File: config.mk
export PLATFORM = sky130hd
export DESIGN_NAME = unicode_byte_stream_decoder
export DESIGN_NICKNAME = d
export VERILOG_FILES = /design/src/hw/rtl/ubsd_pkg.sv /design/src/hw/rtl/ubsd_step.sv /design/src/hw/rtl/ubsd_out_reg.sv /design/src/hw/rtl/unicode_byte_stream_decoder.sv
export SDC_FILE = /design/constraint.sdc
export NUM_CORES = 1
export LEC_CHECK = 0
export BUFFER_PORTS_ARGS = -buffer_cell sky130_fd_sc_hd__buf_2
export CAP_MARGIN = 20
export CORE_UTILIZATION = 45
export CTS_CLUSTER_SIZE = 10
export DETAILED_ROUTE_END_ITERATION = 16
export GPL_ROUTABILITY_DRIVEN = 0
export PLACE_DENSITY = 0.77
export REMOVE_ABC_BUFFERS = 1
export SLEW_MARGIN = 25
export SYNTH_ARGS = -nofsm -noshare
export SYNTH_HDL_FRONTEND = slang
export SYNTH_SLANG_ARGS = --single-unit
File: constraint.sdc
create_clock -name clk_i -period 3.55 [get_ports clk_i]
set_clock_uncertainty 0.1 [all_clocks]
set_input_delay 0.5325 -clock clk_i [delete_from_list [all_inputs] [get_ports clk_i]]
set_output_delay 0.5325 -clock clk_i [all_outputs]
set_load 0.01 [all_outputs]
File: src/hw/rtl/ubsd_pkg.sv
// shared types and constants of the unicode byte stream decoder
`default_nettype none

package ubsd_pkg;

  // input_format codes
  localparam logic [2:0] FMT_UTF8    = 3'd0;
  localparam logic [2:0] FMT_UTF16LE = 3'd1;
  localparam logic [2:0] FMT_UTF16BE = 3'd2;
  localparam logic [2:0] FMT_UTF32LE = 3'd3;
  localparam logic [2:0] FMT_UTF32BE = 3'd4;

  localparam int unsigned CpWidth    = 31;
  localparam int unsigned LenWidth   = 3;
  localparam int unsigned OutDataW   = 40;  // code_point + seq_bytes, padded to bytes
  localparam int unsigned OutUsedW   = CpWidth + LenWidth;

  localparam logic [15:0] SurHighLo  = 16'hD800;
  localparam logic [15:0] SurLowLo   = 16'hDC00;
  localparam logic [15:0] SurEnd     = 16'hE000;
  localparam logic [31:0] MaxCpEnd   = 32'h0011_0000;
  localparam logic [31:0] SupplBase  = 32'h0001_0000;

  typedef struct packed {
    logic [31:0] acc;
    logic [2:0]  seen;
    logic [2:0]  expected;
    logic [7:0]  lead;
    logic [15:0] high_sur;
    logic        pair_pending;
  } dec_state_t;

  typedef struct packed {
    logic [CpWidth-1:0]  code_point;
    logic [LenWidth-1:0] seq_bytes;
    logic                decode_error;
  } dec_result_t;

endpackage

`default_nettype wire

File: src/hw/rtl/ubsd_step.sv
// per-byte decode logic: next sequence state and an optional result
`default_nettype none

module ubsd_step (
  input  var ubsd_pkg::dec_state_t  state_i,
  input  var logic [2:0]            format_i,
  input  var logic [7:0]            byte_i,
  output ubsd_pkg::dec_state_t      state_o,
  output logic                      res_valid_o,
  output ubsd_pkg::dec_result_t     res_o
);

  logic [2:0]  lead_len;
  logic        cont_ok;
  logic [31:0] acc8;
  logic [2:0]  seen_inc;
  logic [15:0] unit;
  logic [31:0] acc32;
  logic [1:0]  pos;

  always_comb begin
    state_o     = state_i;
    res_valid_o = 1'b0;
    res_o       = '0;
    lead_len    = 3'd0;
    cont_ok     = (byte_i[7:6] == 2'b10);
    acc8        = {state_i.acc[25:0], byte_i[5:0]};
    seen_inc    = state_i.seen + 3'd1;
    unit        = (format_i == ubsd_pkg::FMT_UTF16BE) ? {state_i.acc[7:0], byte_i}
                                                       : {byte_i, state_i.acc[7:0]};
    pos         = state_i.seen[1:0];
    acc32       = (format_i == ubsd_pkg::FMT_UTF32BE) ? {state_i.acc[23:0], byte_i}
                  : (state_i.acc | ({24'd0, byte_i} << {pos, 3'b000}));

    unique case (format_i)
      ubsd_pkg::FMT_UTF8: begin
        if (state_i.expected == 3'd0) begin
          priority if (byte_i < 8'h80) begin
            res_valid_o      = 1'b1;
            res_o.code_point = {23'd0, byte_i};
            res_o.seq_bytes  = 3'd1;
            state_o          = '0;
          end else if (byte_i < 8'hC2) begin
            res_valid_o        = 1'b1;
            res_o.seq_bytes    = 3'd1;
            res_o.decode_error = 1'b1;
            state_o            = '0;
          end else if (byte_i < 8'hFE) begin
            priority if (byte_i < 8'hE0) lead_len = 3'd2;
            else if (byte_i < 8'hF0)     lead_len = 3'd3;
            else if (byte_i < 8'hF8)     lead_len = 3'd4;
            else if (byte_i < 8'hFC)     lead_len = 3'd5;
            else                         lead_len = 3'd6;
            state_o.acc      = {24'd0, byte_i & (8'h7F >> lead_len)};
            state_o.expected = lead_len;
            state_o.seen     = 3'd1;
            state_o.lead     = byte_i;
          end else begin
            res_valid_o        = 1'b1;
            res_o.seq_bytes    = 3'd1;
            res_o.decode_error = 1'b1;
            state_o            = '0;
          end
        end else begin
          // overlong forms caught on the second byte
          if (state_i.seen == 3'd1) begin
            if (state_i.lead == 8'hE0 && byte_i < 8'hA0) cont_ok = 1'b0;
            if (state_i.lead == 8'hF0 && byte_i < 8'h90) cont_ok = 1'b0;
            if (state_i.lead == 8'hF8 && byte_i < 8'h88) cont_ok = 1'b0;
            if (state_i.lead == 8'hFC && byte_i < 8'h84) cont_ok = 1'b0;
          end
          if (!cont_ok) begin
            res_valid_o        = 1'b1;
            res_o.seq_bytes    = seen_inc;
            res_o.decode_error = 1'b1;
            state_o            = '0;
          end else if (seen_inc >= state_i.expected) begin
            res_valid_o      = 1'b1;
            res_o.code_point = acc8[30:0];
            res_o.seq_bytes  = state_i.expected;
            state_o          = '0;
          end else begin
            state_o.acc  = acc8;
            state_o.seen = seen_inc;
          end
        end
      end

      ubsd_pkg::FMT_UTF16LE, ubsd_pkg::FMT_UTF16BE: begin
        if (state_i.seen == 3'd0) begin
          state_o.acc  = {24'd0, byte_i};
          state_o.seen = 3'd1;
        end else begin
          state_o.acc  = '0;
          state_o.seen = 3'd0;
          if (state_i.pair_pending) begin
            res_valid_o     = 1'b1;
            res_o.seq_bytes = 3'd4;
            state_o         = '0;
            if (unit >= ubsd_pkg::SurLowLo && unit < ubsd_pkg::SurEnd) begin
              res_o.code_point = ubsd_pkg::SupplBase[30:0]
                                 + {11'd0, state_i.high_sur[9:0], unit[9:0]};
            end else begin
              res_o.decode_error = 1'b1;
            end
          end else if (unit >= ubsd_pkg::SurLowLo && unit < ubsd_pkg::SurEnd) begin
            res_valid_o        = 1'b1;
            res_o.seq_bytes    = 3'd2;
            res_o.decode_error = 1'b1;
            state_o            = '0;
          end else if (unit >= ubsd_pkg::SurHighLo) begin
            state_o.high_sur     = unit;
            state_o.pair_pending = 1'b1;
          end else begin
            res_valid_o      = 1'b1;
            res_o.code_point = {15'd0, unit};
            res_o.seq_bytes  = 3'd2;
            state_o          = '0;
          end
          // with no pair pending, units at or above the surrogate range end are plain characters
          if (!state_i.pair_pending && unit >= ubsd_pkg::SurEnd) begin
            res_valid_o          = 1'b1;
            res_o.code_point     = {15'd0, unit};
            res_o.seq_bytes      = 3'd2;
            res_o.decode_error   = 1'b0;
            state_o              = '0;
          end
        end
      end

      ubsd_pkg::FMT_UTF32LE, ubsd_pkg::FMT_UTF32BE: begin
        if (pos == 2'd3) begin
          res_valid_o     = 1'b1;
          res_o.seq_bytes = 3'd4;
          state_o         = '0;
          if (acc32 < ubsd_pkg::MaxCpEnd &&
              !(acc32 >= {16'd0, ubsd_pkg::SurHighLo} && acc32 < {16'd0, ubsd_pkg::SurEnd}))
          begin
            res_o.code_point = acc32[30:0];
          end else begin
            res_o.decode_error = 1'b1;
          end
        end else begin
          state_o.acc  = acc32;
          state_o.seen = {1'b0, pos} + 3'd1;
        end
      end

      default: begin
        // unused format codes leave everything untouched
        state_o = state_i;
      end
    endcase
  end

endmodule

`default_nettype wire

File: src/hw/rtl/ubsd_out_reg.sv
// result register on the master side of the decoder
`default_nettype none

module ubsd_out_reg (
  input  var logic                                clk_i,
  input  var logic                                rst_ni,
  input  var logic                                push_i,
  input  var ubsd_pkg::dec_result_t               res_i,
  output logic                                    space_o,
  output logic                                    m_axis_tvalid,
  input  var logic                                m_axis_tready,
  output logic [ubsd_pkg::OutDataW-1:0]           m_axis_tdata,
  output logic                                    m_axis_tuser
);

  logic                  valid_q, valid_d;
  ubsd_pkg::dec_result_t res_q;

  // room when empty or when the held transaction leaves this cycle
  assign space_o = !valid_q || m_axis_tready;

  always_comb begin
    valid_d = valid_q;
    if (space_o) begin
      valid_d = push_i;
    end
  end

  always_ff @(posedge clk_i or negedge rst_ni) begin
    if (!rst_ni) begin
      valid_q <= 1'b0;
    end else begin
      valid_q <= valid_d;
    end
  end

  always_ff @(posedge clk_i) begin
    if (space_o && push_i) begin
      res_q <= res_i;
    end
  end

  assign m_axis_tvalid = valid_q;
  assign m_axis_tdata  = {{(ubsd_pkg::OutDataW - ubsd_pkg::OutUsedW){1'b0}},
                          res_q.seq_bytes, res_q.code_point};
  assign m_axis_tuser  = res_q.decode_error;

endmodule

`default_nettype wire

File: src/hw/rtl/unicode_byte_stream_decoder.sv
// Unicode byte stream decoder: one encoded byte in, decoded code points out.
//
// Slave stream takes one raw byte per transaction in s_axis_tdata. The master
// stream gives one transaction per finished character or failed sequence:
// code point and consumed byte count in m_axis_tdata, the error flag in
// m_axis_tuser. Bytes that do not finish a character give no transaction.
// cfg_we_i writes the input format (0 utf8, 1/2 utf16 le/be, 3/4 utf32 le/be)
// and clears any partial sequence; write it only while the stream is idle.
// A byte is decoded in the cycle it is taken and its result sits in the output
// register in the next cycle; throughput is one byte per clock while the single
// result register has room, as set by that register and its handshake.
// Reset selects utf8, clears the sequence state and empties the output.
// When the receiver stalls the result is held and s_axis_tready drops only
// while that register is full and not being drained.
`default_nettype none

module unicode_byte_stream_decoder (
  input  var logic                            clk_i,
  input  var logic                            rst_ni,
  input  var logic                            cfg_we_i,
  input  var logic [2:0]                      cfg_wdata_i,    // input_format
  input  var logic                            s_axis_tvalid,
  output logic                                s_axis_tready,
  input  var logic [7:0]                      s_axis_tdata,   // [7:0] data_byte
  output logic                                m_axis_tvalid,
  input  var logic                            m_axis_tready,
  // [30:0] code_point, [33:31] seq_bytes, [39:34] zero
  output logic [ubsd_pkg::OutDataW-1:0]       m_axis_tdata,
  output logic                                m_axis_tuser    // [0] decode_error
);

  logic [2:0]            format_q, format_d;
  ubsd_pkg::dec_state_t  state_q, state_d, state_nxt;
  logic                  res_valid;
  ubsd_pkg::dec_result_t res;
  logic                  space;
  logic                  accept;

  assign s_axis_tready = space;
  assign accept        = s_axis_tvalid && space;

  ubsd_step u_step (
    .state_i     (state_q),
    .format_i    (format_q),
    .byte_i      (s_axis_tdata),
    .state_o     (state_nxt),
    .res_valid_o (res_valid),
    .res_o       (res)
  );

  ubsd_out_reg u_out (
    .clk_i         (clk_i),
    .rst_ni        (rst_ni),
    .push_i        (accept && res_valid),
    .res_i         (res),
    .space_o       (space),
    .m_axis_tvalid (m_axis_tvalid),
    .m_axis_tready (m_axis_tready),
    .m_axis_tdata  (m_axis_tdata),
    .m_axis_tuser  (m_axis_tuser)
  );

  always_comb begin
    format_d = format_q;
    state_d  = state_q;
    priority if (cfg_we_i) begin
      format_d = cfg_wdata_i;
      state_d  = '0;
    end else if (accept) begin
      state_d = state_nxt;
    end
  end

  always_ff @(posedge clk_i or negedge rst_ni) begin
    if (!rst_ni) begin
      format_q <= ubsd_pkg::FMT_UTF8;
      state_q  <= '0;
    end else begin
      format_q <= format_d;
      state_q  <= state_d;
    end
  end

endmodule

`default_nettype wire
==> impl_metrics.toml <==
[floorplan]
die_w_um = 118
core_area_mm2 = 0.0132
num_io_pins = 59
die_h_um = 118
fp.dieArea_mm2 = 0.0140
initial_core_util_pct = 46.0
num_rows = 42

[yosys]
synth-edff-count = 35
syn_avg_cell_area_um2 = 9.43
async_reset_ff_share_pct = 63.5
synth_seq_cells = 96
yosysMostFrequentCell = "nand2_1"
synth_top_area_cell = "dfrtp_1"
synth.top_cells.by_count = "nand2_1 (74), dfrtp_1 (61), nor2_1 (44), clkbuf_1 (38), a21oi_1 (36)"
netlist_instances = 646
seq_area_frac_synth_pct = 42.3
synth_cell_types = 76
synth_warnings = 0
syn_area_mm2 = 0.00609
yosysTopAreaCellShare_pct = 25.1
ys.flop_type = "dfrtp_1"
synthTopCellsByArea = "dfrtp_1 (25%), edfxtp_1 (17%), nand2_1 (4.6%)"

[clock_network]
cts_tree = "yes"
ctsResizeCount = 0
worstSkewPairLatency_ns = 0.36
cts-htree-levels = 3
cts_setup_buffers = 0
cts_buffer_depth = 2
cts_buffers = 9
clkTransAtPathRegs_ns = 0.07
postCtsHoldBufs = 0
clock-sinks = 96
ctsRootBufferMaster = "clkbuf_16"

[grt]
grt.overflow.total = 0
grt_util_met2_pct = 40.6
grt_pass1_vias = 5544
grtUsageMet1_pct = 35.4
grt_use_met3_pct = 6.37
grt-busiest-layer = "met2"
grt_max_degree = 42
grt_pass1_wl_um = 29600
antenna_found_initial = 0
track_usage_pct = 27.1

[sta]
min_period_over_period_pct = 92.2
final_hold_viol_count = 0
setup_violations = 0
drv_slew = 0
tns_ns = 0
max_freq_mhz = 306
fin_crit_ns = 3.27
tightest_slew_ns = 0.738
slew_headroom_pct = 50.4
hold_ws_ns = 0.0338
rsz0062_at_grt = "no"

[cells_and_area]
nNetsFinal = 691
area_growth_pct = 10.4
drive_above_1_share_pct = 18.6
insertedDiodeCount = 0

[critical_path]
cp-end-kind = "register"
path_max_fanout = 31
critical_path_required_ns = 3.54
cp-start-kind = "register"
arrival_ns = 3.26
worstSetupPathType = "register to register"

[routing]
ant_nets = 0
wl_um = 18300
avgRoutedWirePerCell_um = 21.6
vias = 5688
drt_pass1_iterations = 6
drt_iter0_markers = 828
via_per_inst = 6.70
drc = 0

[placed_design]
dpl.hpwl_um = 12200
portBuffers = 52

[power_and_ir_drop]
power_density_mw_per_mm2 = 404
ir_drop_mv = 0.264
leakagePower_nw = 2.81

[min_path]
min_path_type = "input pin to async pin"

[run]
drv_cap = 0

[status]
status = "finished clean"
-- routing by layer --
metal | up-vias | part of all wire (%) | routed length, um
li1 | 2465 | - | -
met1 | 2641 | 38 | 7040
met3 | 113 | 12 | 2110
met2 | 469 | 45 | 8210
met5 | - | 0 | 0
met4 | 0 | 5.2 | 949
-- area by class of cell --
class                           instances  area (um^2)
Fill cell                            1237         6520
Multi-Input combinational cell        479         3170
Sequential cell                        96         2580
Timing Repair Buffer                   72          423
Clock buffer                           10          229
Tap cell                              176          220
Clock inverter                          6         67.6
Inverter                               10         37.5
-- where the power goes --
part / leakage, nW / internal, mW / switching, mW
sequential: 1.16 / 1.18 / 0.0643
combinational: 1.51 / 0.161 / 0.317
clock: 0.139 / 0.549 / 0.440
-- worst max-delay path, cell delays in order (launching register included) --
cell	delay (ns)
dfrtp_1	0.54
ha_1	0.34
nor2b_1	0.18
or2_2	0.33
ha_1	0.31
a21oi_1	0.37
nor3_2	0.09
buf_4	0.24
a222oi_1	0.37
o21ai_1	0.12
-- worst paths after layout --
check                                     from  slack [ns]  cells after the start                     to
worst max-delay path               state_q[29]        0.28                      9  u_out.m_axis_tdata[6]
worst min-delay path                    rst_ni        0.03                      1            state_q[48]
worst max register to register     state_q[29]        0.28                      9  u_out.m_axis_tdata[6]
worst min register to register     state_q[22]        0.39                      2            state_q[22]
max in group asynchronous               rst_ni        2.39                      2             state_q[1]
min in group clk_i              cfg_wdata_i[1]        0.31                      2            format_q[1]
-- state kept, by name, indices dropped and copies added (netlist names) --
| name | flops |
|---|---|
| state_q | 57 |
| u_out.m_axis_tuser | 1 |
| u_out.m_axis_tvalid | 1 |
| u_out.m_axis_tdata | 34 |
| format_q | 3 |
-- cell families (layout without fill, tap and decap cells) --
logic type	after synthesis	after routing	synth area share, %
flops	96	96	42.3
fa+ha+maj	7	7	1.44
xor+xnor	3	3	0.431
other cells	1	6	0.0616
simple gates	226	226	19.0
buf+inv	76	98	6.33
compound gates	213	213	25.6
mux	24	24	4.83
-- cells in the final DEF (no fill, tap or decap), types with 3 or more instances in the layout --
cell | synthesis | routed
a211o_1 | 10 | 10
a211oi_1 | 14 | 14
a21o_1 | 8 | 8
a21oi_1 | 36 | 36
a221o_1 | 17 | 17
a221oi_1 | 7 | 7
a22oi_1 | 13 | 13
a2bb2oi_1 | 3 | 3
a32o_1 | 6 | 6
and2_1 | 13 | 13
and3_1 | 6 | 6
buf_2 | 10 | 52
buf_4 | 9 | 19
clkbuf_16 | 0 | 9
conb_1 | 1 | 6
dfrtp_1 | 61 | 61
edfxtp_1 | 35 | 35
ha_1 | 7 | 7
inv_1 | 10 | 10
mux2_1 | 3 | 3
mux2_2 | 4 | 4
mux2_4 | 9 | 9
mux2i_1 | 8 | 8
nand2_1 | 74 | 74
nand2b_1 | 4 | 4
nand3_1 | 19 | 19
nand4_1 | 5 | 5
nor2_1 | 44 | 43
nor2b_1 | 7 | 7
nor3_1 | 21 | 20
nor3_2 | 2 | 3
nor4_1 | 7 | 7
o2111ai_1 | 3 | 3
o211ai_1 | 7 | 7
o211ai_2 | 7 | 7
o21ai_0 | 22 | 22
o21ai_1 | 32 | 32
o31ai_1 | 3 | 3
or3_1 | 4 | 4
or4_1 | 4 | 4
-- through the flow --
step	cells	setup slack (ns)	util, %	power, mW	cell area [um^2]
after floorplan	585	-0.897	-	1.53	5760
after global placement	833	0.529	48.5	1.71	6430
after detailed placement	833	0.335	48.5	1.73	6430
after CTS	849	0.335	50.8	2.71	6720
after global routing	849	0.132	50.8	2.82	6720
final	849	0.277	50.8	2.72	6720
(Power assumes the default switching activity.)
